==> src/design/lfpd_pkg.sv <==
package lfpd_pkg;
    localparam int SAMPLE_BITS_DEF = 10;
    localparam int ONE_Q10    = 1024;
    localparam int ACTIVE_MIN = 184;
    localparam int ALPHA_OLD  = 563;
    localparam int ALPHA_NEW  = 461;
    localparam int DRIVE_MIN  = 85;
    localparam int DRIVE_MAX  = 230;
    localparam int SPAN_MIN   = 25;
    localparam int NUM_LANES  = 3;
    localparam int CFG_IDX_W  = 3;
    localparam int CFG_DATA_W = 3 * SAMPLE_BITS_DEF;

    localparam logic [CFG_IDX_W-1:0] REG_WHITE  = 3'd0;
    localparam logic [CFG_IDX_W-1:0] REG_BLACK  = 3'd1;
    localparam logic [CFG_IDX_W-1:0] REG_KP     = 3'd2;
    localparam logic [CFG_IDX_W-1:0] REG_KD     = 3'd3;
    localparam logic [CFG_IDX_W-1:0] REG_BASE_L = 3'd4;
    localparam logic [CFG_IDX_W-1:0] REG_BASE_R = 3'd5;
    localparam logic [CFG_IDX_W-1:0] REG_SEARCH = 3'd6;
    localparam logic [CFG_IDX_W-1:0] REG_CONF   = 3'd7;

    typedef enum logic [2:0] {
        ST_IDLE, ST_LANES, ST_DIV, ST_FILT, ST_PD, ST_OUT
    } t_state;

    // restoring divider control
    typedef struct packed {
        logic start;
        logic done;
    } t_div_ctl;
endpackage

==> src/design/lfpd_if.sv <==
interface lfpd_in_if
    import lfpd_pkg::*;
#(parameter int SAMPLE_BITS = SAMPLE_BITS_DEF);
    logic                   valid;
    logic                   ready;
    logic [SAMPLE_BITS-1:0] sample_left;
    logic [SAMPLE_BITS-1:0] sample_centre;
    logic [SAMPLE_BITS-1:0] sample_right;
    modport source (output valid, sample_left, sample_centre, sample_right, input ready);
    modport sink   (input valid, sample_left, sample_centre, sample_right, output ready);
endinterface

interface lfpd_out_if;
    logic              valid;
    logic              ready;
    logic [7:0]        left_speed;
    logic [7:0]        right_speed;
    logic              left_backward;
    logic              right_backward;
    logic              tracking;
    logic signed [11:0] smoothed_error;
    modport source (output valid, left_speed, right_speed, left_backward, right_backward,
                    tracking, smoothed_error, input ready);
    modport sink   (input valid, left_speed, right_speed, left_backward, right_backward,
                    tracking, smoothed_error, output ready);
endinterface

==> src/design/lfpd_div.sv <==
// Unsigned restoring divider, one quotient bit per cycle, round to nearest.
module lfpd_div
    import lfpd_pkg::*;
#(
    parameter int NW = 22,
    parameter int DW = 16
) (
    input  logic          i_clk,
    input  logic          i_rst_n,
    input  logic          i_start,
    input  logic [NW-1:0] i_num,
    input  logic [DW-1:0] i_den,
    output logic          o_done,
    output logic [NW-1:0] o_quo
);
    localparam int CW = $clog2(NW + 1);
    logic [NW-1:0] r_num, r_quo;
    logic [DW:0]   r_rem;
    logic [DW-1:0] r_den;
    logic [CW-1:0] r_cnt;
    logic          r_busy, r_done;
    logic [DW:0]   w_sh;
    logic [DW+1:0] w_twice;

    assign w_sh    = {r_rem[DW-1:0], r_num[NW-1]};
    assign w_twice = {r_rem, 1'b0};

    always_ff @(posedge i_clk) begin
        if (!i_rst_n) begin
            r_busy <= 1'b0;
            r_done <= 1'b0;
        end else begin
            r_done <= 1'b0;
            if (i_start) begin
                r_busy <= 1'b1;
                r_cnt  <= CW'(NW);
                r_num  <= i_num;
                r_den  <= i_den;
                r_rem  <= '0;
                r_quo  <= '0;
            end else if (r_busy) begin
                if (r_cnt == '0) begin
                    // round: remainder*2 >= den bumps the quotient
                    if (w_twice >= {2'b00, r_den}) r_quo <= r_quo + 1'b1;
                    r_busy <= 1'b0;
                    r_done <= 1'b1;
                end else begin
                    r_num <= r_num << 1;
                    if (w_sh >= {1'b0, r_den}) begin
                        r_rem <= w_sh - {1'b0, r_den};
                        r_quo <= {r_quo[NW-2:0], 1'b1};
                    end else begin
                        r_rem <= w_sh;
                        r_quo <= {r_quo[NW-2:0], 1'b0};
                    end
                    r_cnt <= r_cnt - 1'b1;
                end
            end
        end
    end
    assign o_done = r_done;
    assign o_quo  = r_quo;
endmodule

==> src/design/lfpd_lane.sv <==
// One sensor: calibrated strength in Q1.10 with dead band.
module lfpd_lane
    import lfpd_pkg::*;
#(
    parameter int SAMPLE_BITS = SAMPLE_BITS_DEF
) (
    input  logic                   i_clk,
    input  logic                   i_rst_n,
    input  logic                   i_start,
    input  logic [SAMPLE_BITS-1:0] i_raw,
    input  logic [SAMPLE_BITS-1:0] i_white,
    input  logic [SAMPLE_BITS-1:0] i_black,
    output logic                   o_done,
    output logic [10:0]            o_strength
);
    localparam int NW = SAMPLE_BITS + 11;
    logic signed [SAMPLE_BITS+1:0] w_span;
    logic                          w_narrow;
    logic [NW-1:0]                 w_num;
    logic [SAMPLE_BITS-1:0]        w_den;
    logic [NW-1:0]                 w_quo;
    logic                          w_done;
    logic                          r_sat0, r_sat1;
    logic [10:0]                   w_s;

    assign w_span   = $signed({2'b00, i_black}) - $signed({2'b00, i_white});
    assign w_narrow = w_span < $signed((SAMPLE_BITS+2)'(SPAN_MIN));
    assign w_num    = w_narrow ? (NW'(i_raw) << 10) : (NW'(i_raw - i_white) << 10);
    assign w_den    = w_narrow ? {SAMPLE_BITS{1'b1}} : w_span[SAMPLE_BITS-1:0];

    lfpd_div #(.NW(NW), .DW(SAMPLE_BITS)) u_div (
        .i_clk(i_clk), .i_rst_n(i_rst_n), .i_start(i_start),
        .i_num(w_num), .i_den(w_den), .o_done(w_done), .o_quo(w_quo)
    );

    always_ff @(posedge i_clk) begin
        if (i_start) begin
            r_sat0 <= !w_narrow && (i_raw <= i_white);
            r_sat1 <= !w_narrow && (i_raw >= i_black);
        end
    end

    always_comb begin
        if (r_sat0) w_s = '0;
        else if (r_sat1) w_s = 11'(ONE_Q10);
        else if (w_quo > NW'(ONE_Q10)) w_s = 11'(ONE_Q10);
        else w_s = w_quo[10:0];
    end
    assign o_done     = w_done;
    assign o_strength = (w_s > 11'(ACTIVE_MIN)) ? w_s : '0;
endmodule

==> src/design/line_follow_pd_steering.sv <==
// Three-sensor line follower with PD steering.
// Input channel: one word of three raw samples (left, centre, right).
// Output channel: one word per input: two motor duties, direction bits,
// tracking flag and the filtered error in Q1.10.
// Configuration: write enable, index 0..7 and data; write only while idle.
// Three lanes convert the samples to strengths in parallel, each with its
// own bit-serial divider; in the cycle in which they finish, the merge
// stage starts a fourth divider for the centroid error, then the filter,
// PD and output states follow in order. A searching result goes from the
// lanes straight to the output register; one item is in work at a time.
// The result waits in the output register while the receiver stalls; the
// next word is taken the cycle after the result has been taken.
// Reset loads the listed register defaults and zeroes the filter state,
// with the line taken as last seen on the right.
module line_follow_pd_steering
    import lfpd_pkg::*;
#(
    parameter int SAMPLE_BITS = SAMPLE_BITS_DEF
) (
    input  logic                       i_clk,
    input  logic                       i_rst_n,
    lfpd_in_if.sink                    s_in,
    lfpd_out_if.source                 m_out,
    input  logic                       i_cfg_we,
    input  logic [CFG_IDX_W-1:0]       i_cfg_idx,
    input  logic [3*SAMPLE_BITS-1:0]   i_cfg_data
);
    localparam int LW = 3 * SAMPLE_BITS;
    localparam int EW = 23;

    logic [LW-1:0] r_white, r_black;
    logic [11:0]   r_kp, r_kd, r_conf;
    logic [7:0]    r_base_l, r_base_r, r_search;

    t_state r_state, n_state;
    logic signed [11:0] r_filt, r_prev;
    logic               r_seen_left;
    logic               r_neg;
    logic signed [11:0] r_err, r_f;
    logic signed [27:0] r_corr;
    logic [7:0]         r_lspd, r_rspd;
    logic               r_lbk, r_rbk, r_trk, r_oval;
    logic signed [11:0] r_oerr;

    logic [NUM_LANES-1:0] w_ldone;
    logic                 w_lanes_done;
    logic [10:0]          w_str [NUM_LANES];
    logic [SAMPLE_BITS-1:0] w_raw [NUM_LANES];
    t_div_ctl             w_dc;
    logic [EW-1:0]        w_enum, w_quo;

    assign w_raw[0] = s_in.sample_left;
    assign w_raw[1] = s_in.sample_centre;
    assign w_raw[2] = s_in.sample_right;

    always_ff @(posedge i_clk) begin
        if (!i_rst_n) begin
            r_white  <= LW'(544695730);
            r_black  <= LW'(1039101907);
            r_kp     <= 12'd384;
            r_kd     <= 12'd880;
            r_base_l <= 8'd155;
            r_base_r <= 8'd165;
            r_search <= 8'd120;
            r_conf   <= 12'd666;
        end else if (i_cfg_we) begin
            case (i_cfg_idx)
                REG_WHITE:  r_white  <= i_cfg_data;
                REG_BLACK:  r_black  <= i_cfg_data;
                REG_KP:     r_kp     <= i_cfg_data[11:0];
                REG_KD:     r_kd     <= i_cfg_data[11:0];
                REG_BASE_L: r_base_l <= i_cfg_data[7:0];
                REG_BASE_R: r_base_r <= i_cfg_data[7:0];
                REG_SEARCH: r_search <= i_cfg_data[7:0];
                REG_CONF:   r_conf   <= i_cfg_data[11:0];
                default: ;
            endcase
        end
    end

    logic w_accept;
    assign w_accept = s_in.valid && s_in.ready;
    assign s_in.ready = (r_state == ST_IDLE) && !r_oval;

    for (genvar g = 0; g < NUM_LANES; g++) begin : g_lane
        lfpd_lane #(.SAMPLE_BITS(SAMPLE_BITS)) u_lane (
            .i_clk(i_clk), .i_rst_n(i_rst_n), .i_start(w_accept),
            .i_raw(w_raw[g]),
            .i_white(r_white[g*SAMPLE_BITS +: SAMPLE_BITS]),
            .i_black(r_black[g*SAMPLE_BITS +: SAMPLE_BITS]),
            .o_done(w_ldone[g]), .o_strength(w_str[g])
        );
    end

    // lanes run in lockstep
    assign w_lanes_done = &w_ldone;

    // merge: |sR - sL| * 1024 / sum
    logic signed [11:0] w_diff;
    logic [10:0]        w_adiff;
    logic [12:0]        w_sum;
    assign w_sum   = 13'(w_str[0]) + 13'(w_str[1]) + 13'(w_str[2]);
    assign w_diff  = $signed({1'b0, w_str[2]}) - $signed({1'b0, w_str[0]});
    assign w_adiff = w_diff[11] ? 11'(-w_diff) : w_diff[10:0];
    assign w_enum  = EW'(w_adiff) << 10;
    assign w_dc.start = (r_state == ST_LANES) && w_lanes_done && (w_sum != '0)
                        && !(w_sum < {1'b0, r_conf});

    lfpd_div #(.NW(EW), .DW(13)) u_mdiv (
        .i_clk(i_clk), .i_rst_n(i_rst_n), .i_start(w_dc.start),
        .i_num(w_enum), .i_den(w_sum), .o_done(w_dc.done), .o_quo(w_quo)
    );

    // filter and PD arithmetic
    logic signed [23:0] w_facc, w_fabs_r;
    logic [23:0]        w_fmag;
    logic signed [13:0] w_fq;
    logic signed [11:0] w_fcl;
    logic signed [12:0] w_dd;
    logic signed [27:0] w_corr;
    logic signed [29:0] w_lacc, w_racc;
    logic signed [15:0] w_lq, w_rq;
    logic [7:0]         w_lc, w_rc;

    assign w_facc = 24'(ALPHA_OLD) * 24'(r_filt) + 24'(ALPHA_NEW) * 24'(r_err);
    assign w_fmag = w_facc[23] ? 24'(-w_facc) : w_facc;
    assign w_fabs_r = $signed((w_fmag + 24'd512) >> 10);
    assign w_fq   = w_facc[23] ? -w_fabs_r[13:0] : w_fabs_r[13:0];
    assign w_fcl  = (w_fq > 14'sd1024) ? 12'sd1024 :
                    (w_fq < -14'sd1024) ? -12'sd1024 : w_fq[11:0];
    assign w_dd   = 13'(r_f) - 13'(r_prev);
    assign w_corr = $signed({1'b0, r_kp}) * 28'(r_f) + $signed({1'b0, r_kd}) * 28'(w_dd);

    function automatic logic signed [15:0] rnd14(input logic signed [29:0] v);
        logic [29:0] m;
        logic [29:0] q;
        m = v[29] ? 30'(-v) : 30'(v);
        q = (m + 30'd8192) >> 14;
        return v[29] ? -16'(q) : 16'(q);
    endfunction

    assign w_lacc = $signed({1'b0, r_base_l, 14'd0}) + 30'(r_corr);
    assign w_racc = $signed({1'b0, r_base_r, 14'd0}) - 30'(r_corr);
    assign w_lq = rnd14(w_lacc);
    assign w_rq = rnd14(w_racc);
    assign w_lc = (w_lq < 16'sd85) ? 8'(DRIVE_MIN) : (w_lq > 16'sd230) ? 8'(DRIVE_MAX) : w_lq[7:0];
    assign w_rc = (w_rq < 16'sd85) ? 8'(DRIVE_MIN) : (w_rq > 16'sd230) ? 8'(DRIVE_MAX) : w_rq[7:0];

    always_ff @(posedge i_clk) begin
        if (!i_rst_n) r_state <= ST_IDLE;
        else r_state <= n_state;
    end

    always_comb begin
        n_state = r_state;
        case (r_state)
            ST_IDLE:  if (w_accept) n_state = ST_LANES;
            ST_LANES: if (w_lanes_done) begin
                if (w_sum < {1'b0, r_conf}) n_state = ST_OUT;
                else if (w_sum == '0) n_state = ST_FILT;
                else n_state = ST_DIV;
            end
            ST_DIV:   if (w_dc.done) n_state = ST_FILT;
            ST_FILT:  n_state = ST_PD;
            ST_PD:    n_state = ST_OUT;
            ST_OUT:   n_state = ST_IDLE;
            default:  n_state = ST_IDLE;
        endcase
    end

    always_ff @(posedge i_clk) begin
        if (r_state == ST_LANES && w_lanes_done) begin
            r_neg <= (w_str[2] < w_str[0]);
            r_err <= '0;
        end
        if (w_dc.done) r_err <= r_neg ? -12'(w_quo) : 12'(w_quo);
        if (r_state == ST_PD) r_corr <= w_corr;
    end

    always_ff @(posedge i_clk) begin
        if (!i_rst_n) begin
            r_filt      <= '0;
            r_prev      <= '0;
            r_seen_left <= 1'b0;
            r_oval      <= 1'b0;
            r_trk       <= 1'b0;
        end else begin
            if (m_out.valid && m_out.ready) r_oval <= 1'b0;
            if (r_state == ST_LANES && w_lanes_done) r_trk <= !(w_sum < {1'b0, r_conf});
            if (r_state == ST_FILT) begin
                r_f <= w_fcl;
            end
            if (r_state == ST_PD) begin
                r_filt      <= r_f;
                r_prev      <= r_f;
                r_seen_left <= r_f[11];
            end
            if (r_state == ST_OUT) begin
                r_oval <= 1'b1;
                if (r_trk) begin
                    r_lspd <= w_lc;
                    r_rspd <= w_rc;
                    r_lbk  <= 1'b0;
                    r_rbk  <= 1'b0;
                end else begin
                    r_lspd <= r_search;
                    r_rspd <= r_search;
                    r_lbk  <= r_seen_left;
                    r_rbk  <= !r_seen_left;
                end
                r_oerr <= r_filt;
            end
        end
    end

    assign m_out.valid          = r_oval;
    assign m_out.left_speed     = r_lspd;
    assign m_out.right_speed    = r_rspd;
    assign m_out.left_backward  = r_lbk;
    assign m_out.right_backward = r_rbk;
    assign m_out.tracking       = r_trk;
    assign m_out.smoothed_error = r_oerr;
endmodule

==> src/flat_wrapper.sv <==
// flat-port wrapper written by rule: the top's interface ports become plain ports
module line_follow_pd_steering_flat import lfpd_pkg::*;
#(
    parameter int SAMPLE_BITS = SAMPLE_BITS_DEF
)
  (i_clk, i_rst_n, i_cfg_we, i_cfg_idx, i_cfg_data, s_in_valid, s_in_sample_left, s_in_sample_centre, s_in_sample_right, s_in_ready, m_out_valid, m_out_left_speed, m_out_right_speed, m_out_left_backward, m_out_right_backward, m_out_tracking, m_out_smoothed_error, m_out_ready);
  lfpd_in_if #(.SAMPLE_BITS(SAMPLE_BITS)) s_in_i ();
  lfpd_out_if m_out_i ();
  input  logic i_clk;
  input  logic i_rst_n;
  input  logic i_cfg_we;
  input  logic [CFG_IDX_W-1:0] i_cfg_idx;
  input  logic [3*SAMPLE_BITS-1:0] i_cfg_data;
  input wire logic [$bits(s_in_i.valid)-1:0] s_in_valid;
  input wire logic [$bits(s_in_i.sample_left)-1:0] s_in_sample_left;
  input wire logic [$bits(s_in_i.sample_centre)-1:0] s_in_sample_centre;
  input wire logic [$bits(s_in_i.sample_right)-1:0] s_in_sample_right;
  output wire logic [$bits(s_in_i.ready)-1:0] s_in_ready;
  output wire logic [$bits(m_out_i.valid)-1:0] m_out_valid;
  output wire logic [$bits(m_out_i.left_speed)-1:0] m_out_left_speed;
  output wire logic [$bits(m_out_i.right_speed)-1:0] m_out_right_speed;
  output wire logic [$bits(m_out_i.left_backward)-1:0] m_out_left_backward;
  output wire logic [$bits(m_out_i.right_backward)-1:0] m_out_right_backward;
  output wire logic [$bits(m_out_i.tracking)-1:0] m_out_tracking;
  output wire logic [$bits(m_out_i.smoothed_error)-1:0] m_out_smoothed_error;
  input wire logic [$bits(m_out_i.ready)-1:0] m_out_ready;
  assign s_in_i.valid = s_in_valid;
  assign s_in_i.sample_left = s_in_sample_left;
  assign s_in_i.sample_centre = s_in_sample_centre;
  assign s_in_i.sample_right = s_in_sample_right;
  assign s_in_ready = s_in_i.ready;
  assign m_out_valid = m_out_i.valid;
  assign m_out_left_speed = m_out_i.left_speed;
  assign m_out_right_speed = m_out_i.right_speed;
  assign m_out_left_backward = m_out_i.left_backward;
  assign m_out_right_backward = m_out_i.right_backward;
  assign m_out_tracking = m_out_i.tracking;
  assign m_out_smoothed_error = m_out_i.smoothed_error;
  assign m_out_i.ready = m_out_ready;
  line_follow_pd_steering #(.SAMPLE_BITS(SAMPLE_BITS)) u_core (.i_clk(i_clk), .i_rst_n(i_rst_n), .s_in(s_in_i), .m_out(m_out_i), .i_cfg_we(i_cfg_we), .i_cfg_idx(i_cfg_idx), .i_cfg_data(i_cfg_data));
endmodule
==> config.mk <==
export PLATFORM = sky130hd
export DESIGN_NAME = line_follow_pd_steering_flat
export DESIGN_NICKNAME = d
export VERILOG_FILES = /design/src/design/lfpd_pkg.sv /design/src/design/lfpd_if.sv /design/src/design/lfpd_div.sv /design/src/design/lfpd_lane.sv /design/src/design/line_follow_pd_steering.sv /design/src/flat_wrapper.sv
export SDC_FILE = /design/constraint.sdc
export NUM_CORES = 2
export LEC_CHECK = 0
export ABC_AREA = 1
export BUFFER_PORTS_ARGS = -buffer_cell sky130_fd_sc_hd__buf_2
export CAP_MARGIN = 40
export CELL_PAD_IN_SITES_DETAIL_PLACEMENT = 0
export CELL_PAD_IN_SITES_GLOBAL_PLACEMENT = 1
export CORE_MARGIN = 2
export CORE_UTILIZATION = 30
export CTS_CLUSTER_DIAMETER = 200
export CTS_CLUSTER_SIZE = 20
export DETAILED_ROUTE_END_ITERATION = 8
export GPL_TIMING_DRIVEN = 0
export PLACE_DENSITY = 0.67
export RECOVER_POWER = 100
export SYNTH_ARGS = -nofsm -noshare
export SYNTH_HDL_FRONTEND = slang
export SYNTH_HIERARCHICAL = 1
export SYNTH_SLANG_ARGS = --single-unit
==> constraint.sdc <==
create_clock -name i_clk -period 13.85 [get_ports i_clk]
set_input_delay 2.0775 -clock i_clk [delete_from_list [all_inputs] [get_ports i_clk]]
set_output_delay 2.0775 -clock i_clk [all_outputs]
set_load 0.05 [all_outputs]
After elaboration in Yosys (flattened, before gate mapping):

Cells that the tools add are included.

* register bits after elaboration: 517
* input port bits: 68
* output and inout port bits: 33
* logic and storage cells: 321

* add/sub/neg operators: 37
* multipliers: 4
* order comparisons: 31
* eq/ne operators: 23
* mux-type cells: 104
* bitwise gates (word level): 5
* reductions and logical operators: 59

Operators by type and width (count)
* 21-bit 2-to-1 mux: 22
* 11-bit 2-to-1 mux: 22
* 23-bit 2-to-1 mux: 5
* 10-bit by 10-bit subtractor with 11-bit output: 6
* 21-bit by 1-bit adder with 21-bit output, second input constant: 3
* 21-bit by 11-bit > comparator with 1-bit output, second input constant: 3
* 30-bit by 14-bit adder with 30-bit output, second input constant: 2
* 30-bit 2-to-1 mux: 2
* 30-bit negation: 2
* 14-bit 2-to-1 mux: 4
* 12-bit 2-to-1 mux: 4
* 8-bit 2-to-1 mux: 6
* 5-bit 2-to-1 mux: 8
* 12-bit by 10-bit >= comparator with 1-bit output: 3
* 12-bit by 6-bit less-than comparator with 1-bit output, second input constant: 3
* 11-bit by 10-bit >= comparator with 1-bit output: 3
* 11-bit by 8-bit > comparator with 1-bit output, second input constant: 3
* 11-bit by 10-bit subtractor with 11-bit output: 3
* 16-bit by 9-bit > comparator with 1-bit output, second input constant: 2
* 16-bit by 8-bit less-than comparator with 1-bit output, second input constant: 2
* 16-bit 2-to-1 mux: 2
* 16-bit negation: 2
* 10-bit >= comparator: 3
* 10-bit less-or-equal comparator: 3
* other kinds (49): 145

Logic depth before layout (Yosys ltp):

* word-level depth: 13
* mapped depth: 46
* mapped depth without buffers: 46

Cells and area by module:

The synthesis kept the hierarchy.

By module, submodules not included
* line_follow_pd_steering: instances 1, cells each 4338, area an instance 31923.1 um^2, seq. area each 5205.0 um^2
* lfpd_div at u_core.g_lane[0].u_lane.u_div ...: instances 3, cells each 502, area an instance 4171.5 um^2, seq. area each 2082.0 um^2
* lfpd_lane: instances 3, cells each 334, area an instance 1918.1 um^2, seq. area each 60.1 um^2
* lfpd_div at u_core.u_mdiv: instances 1, cells each 604, area an instance 4878.4 um^2, seq. area each 2382.3 um^2

Least setup slack after synthesis:

Ideal clock, no wire load.

* path type: reg2reg
* from: register u_core.r_prev[11]
* to: register u_core.r_corr[26], data pin
* data arrival time: 8.269 ns
* data required time: 13.579 ns
* slack: 5.310 ns
* cell stages (with the launch flop): 32
* path through: dfxtp_1 > inv_1 > ha_1 > nand2_1 > nor2_1 > nand3_1 > o2111ai_1 > or2_2 > nand2_1 > inv_1 > clkbuf_1 > nand2_1 > fa_1 > inv_1 > fa_1 > fa_1 > inv_1 > fa_1 > fa_1 > fa_1 > inv_1 > fa_1 > ha_1 > a21oi_1 > nor2_1 > a211oi_1 > a21oi_1 > or2_2 > nand3_1 > nand2_1 > a221oi_1 > xor2_1

* cells in the longest elaborated chain, start to end: 3

Ends and longest elaborated chain
* start, declared: RTL line line_follow_pd_steering.sv:36 `logic signed [11:0] r_filt, r_prev;`
* start signal, assigned: RTL line line_follow_pd_steering.sv:195 `r_prev <= r_f;`
* 12-bit by 12-bit subtractor with 13-bit output: RTL line line_follow_pd_steering.sv:131 `assign w_dd = 13'(r_f) - 13'(r_prev);`
* 13-bit by 13-bit multiplier with 26-bit output: RTL line line_follow_pd_steering.sv:132 `assign w_corr = $signed({1'b0, r_kp}) * 28'(r_f) + $signed({1'b0, r_kd}) * 28'(w_dd);`
* 28-bit adder: RTL line line_follow_pd_steering.sv:132
* named net u_core.w_corr[26]: RTL line line_follow_pd_steering.sv:120 `logic signed [27:0] w_corr;`
* end signal, assigned: RTL line line_follow_pd_steering.sv:177 `if (r_state == ST_PD) r_corr <= w_corr;`
* end, declared: RTL line line_follow_pd_steering.sv:40 `logic signed [27:0] r_corr;`

The timed path passes the listed nets, and every way through them passes these cells.
A chain may end at the register's enable or synchronous reset.

Worst setup path after layout:

* from: register u_core.r_prev[2]
* to: register u_core.r_corr[26], data pin

The elaborated chain is that of the path after synthesis.

==> metrics.md <==
| Metric | Value |
|---|---|
| DP HPWL | `131000 microns` |
| WL per Instance | `15.7 microns` |
| Detailed Route WL | `156000 microns` |
| RD Place Congestion | `0.879` |
| Final slew viol count | `182` |
| Postcts setup bufs | `0` |
| Resize count post-CTS | `0` |
| Post-detailed-route DRC marker count | `0` |
| Io pins | `101` |
| GRT met3 Usage | `1.18%` |
| Final worst-path cycle share | `72.3%` |
| Htree depth | `1` |
| Slew @ Worst Pin | `2.23 ns` |
| Mapped Avg Cell Area | `7.39 sq um` |
| Failing checks | `capacitance limit, slew limit` |
| Total of max-cap violations | `5` |
| Largest net degree at the start of global routing | `38` |
| M2 GR Usage | `29.9%` |
| Met1 usage | `22.1%` |
| Clock Tree Buf Depth | `3` |
| Static Leakage | `30.2 nW` |
| VDD IR-drop max | `0.000497 V` |
| Clock sink total | `504` |
| Port-buffer cells | `92` |
| Initial DRC count | `2685` |
| CTS tree | `done` |
| Initial Util | `30.1%` |
| Via density | `4.60` |
| Share of layout cells above drive strength 1 | `5.28%` |
| CTS Buf Count | `29` |
| Number of global-route vias before repair | `45700` |
| Rel. slew slack | `-48.8%` |
| Hold Slack | `0.465 ns` |
| Area Overhead vs Synth | `7.96%` |
| FMAX | `0.0999 GHz` |
| First-pass GRT wire length | `251000 microns` |
| Core ar. | `180000 sq um` |
| GRT Max-Usage Layer | `met2` |
| DRT Pass-1 Iters | `7` |
| Yosys synthesis warning count | `6` |
| Die width | `430 microns` |
| Startpoint Class | `flip-flop` |
| Final Net Count | `8470` |
| Synth Cell Area | `54300 sq um` |
| CP peak stage delay | `0.55 ns` |
| Syn Inst Count | `7348` |
| Worst-path clk slew | `0.09 ns` |
| Gr ovfl total | `0` |
| Crit Path Class | `flip-flop to flip-flop` |
| Most frequent CP cell | `fa_1` |
| Die Footprint | `185000 sq um` |
| Rows | `156` |
| All-Layer GR Usage | `16.9%` |
| Minimum clock period | `10.01 ns` |
| Cts-stage hold buffer count | `0` |
| Die height | `430 microns` |
| Skew-Pair Late Insertion Delay | `0.67 ns` |
| Fin. Hold Viols | `0` |
| Remaining antenna violation count after routing | `0` |
| Fillers | `19600` |
| Worst EP arrival | `10.41 ns` |
| Power per standard cell area | `227 nW/um^2` |
| Finish-stage setup viols | `0` |
| Initial antenna violation count | `8` |
| CP Capture Type | `flip-flop` |
| Clock Skew | `0.0364 ns` |
| Slowest-stage cell, CP | `dfxtp_1` |
| RSZ-0062 raised after global routing | `false` |
| Vias | `45600` |
| Setup TNS Final | `0 ns` |
| Outcome | `finished, violations left` |
| Critical path fanouts, max | `9` |
| WP data required | `14.25 ns` |
| Clock root buffer | `clkbuf_16` |
| Hold WC Path Type | `flip-flop to flip-flop` |
[where the power goes]
group          total (mW)  internal, mW  switching [mW]
registers            2.50          2.31           0.194
logic                9.86          3.73            6.12
clock network       0.955         0.401           0.554
[metal layers]
layer,wire [microns],vias up
met5,0,-
met4,4830,0
met3,4440,158
met2,75800,660
met1,70600,21500
li1,-,23300
[per-stage QoR]
step,utilization [%],setup slack (ns),power (mW),instances,cell area [sq um]
4_1_cts,32.8,3.71,13.6,9923,59100
3_3_place_gp,32.1,3.30,12.5,9848,57900
6_report,32.5,3.84,13.3,9925,58700
2_1_floorplan,-,5.31,9.78,7386,54500
3_5_place_dp,32.3,3.72,12.6,9869,58200
5_1_grt,32.5,2.89,14.9,9925,58700
[layout make-up]
type / count / area, sq um / area share [%]
multi-input cells: 5323 / 34700 / 59.1
clock buffers: 52 / 812 / 1.38
inverters: 1409 / 5290 / 9.02
repair buffers: 113 / 568 / 0.969
plain buffers: 150 / 644 / 1.10
diodes: 2 / 5.00 / 0.00853
well taps: 2370 / 2970 / 5.06
flip-flops and latches: 504 / 13700 / 23.3
clock inverters: 2 / 25.0 / 0.0427
[critical path: cells and delay by family (launching register included)]
kind / cells / cell delay [ns]
flip-flops: 1 / 0.55
AND/OR/NAND/NOR: 14 / 2.70
XOR/XNOR: 1 / 0.11
adder cells (fa/ha/maj): 9 / 4.31
AO/OA/AOI/OAI: 7 / 1.36
buffers and inverters: 4 / 0.74
[placed cells by master (no fill, tap or decap), drive strengths merged, types with 228 or more instances in the layout]
master,count
edfxtp,359
fa,389
a21oi,250
inv,1403
nand2,2119
nand3,497
o21ai,228
ha,483
nor2,765
clkbuf,232
[sequential cells by signal (all words and copies together), names as in the netlist, 13 cells and up]
| name | cells |
|---|---|
| u_core/r_white | 30 |
| u_core/g_lane.u_lane/u_div/r_den | 30 |
| u_core/g_lane.u_lane/u_div/r_cnt | 15 |
| u_core/u_mdiv/r_rem | 14 |
| u_core/r_black | 30 |
| u_core/u_mdiv/r_den | 13 |
| u_core/u_mdiv/r_num | 23 |
| u_core/g_lane.u_lane/u_div/r_rem | 33 |
| u_core/g_lane.u_lane/u_div/r_num | 63 |
| u_core/g_lane.u_lane/u_div/o_quo | 63 |
| u_core/r_corr | 27 |
[final timing paths]
| path | slack [ns] | from | depth (start not counted) | endpoint |
|---|---|---|---|---|
| worst min-delay path | 0.46 | u_core/g_lane[1].u_lane/u_div/r_busy$_SDFF_PN0_ | 2 | u_core/g_lane[1].u_lane/u_div/o_done$_SDFF_PP0_ |
| worst min register to register | 0.46 | u_core/g_lane[1].u_lane/u_div/r_busy$_SDFF_PN0_ | 2 | u_core/g_lane[1].u_lane/u_div/o_done$_SDFF_PP0_ |
| worst max register to register | 3.84 | u_core/r_prev[2]$_SDFFE_PN0P_ | 35 | u_core/r_corr[26]$_DFFE_PP_ |
| worst max-delay path | 3.84 | u_core/r_prev[2]$_SDFFE_PN0P_ | 35 | u_core/r_corr[26]$_DFFE_PP_ |
No activity file was read; power rests on OpenSTA's default activity.
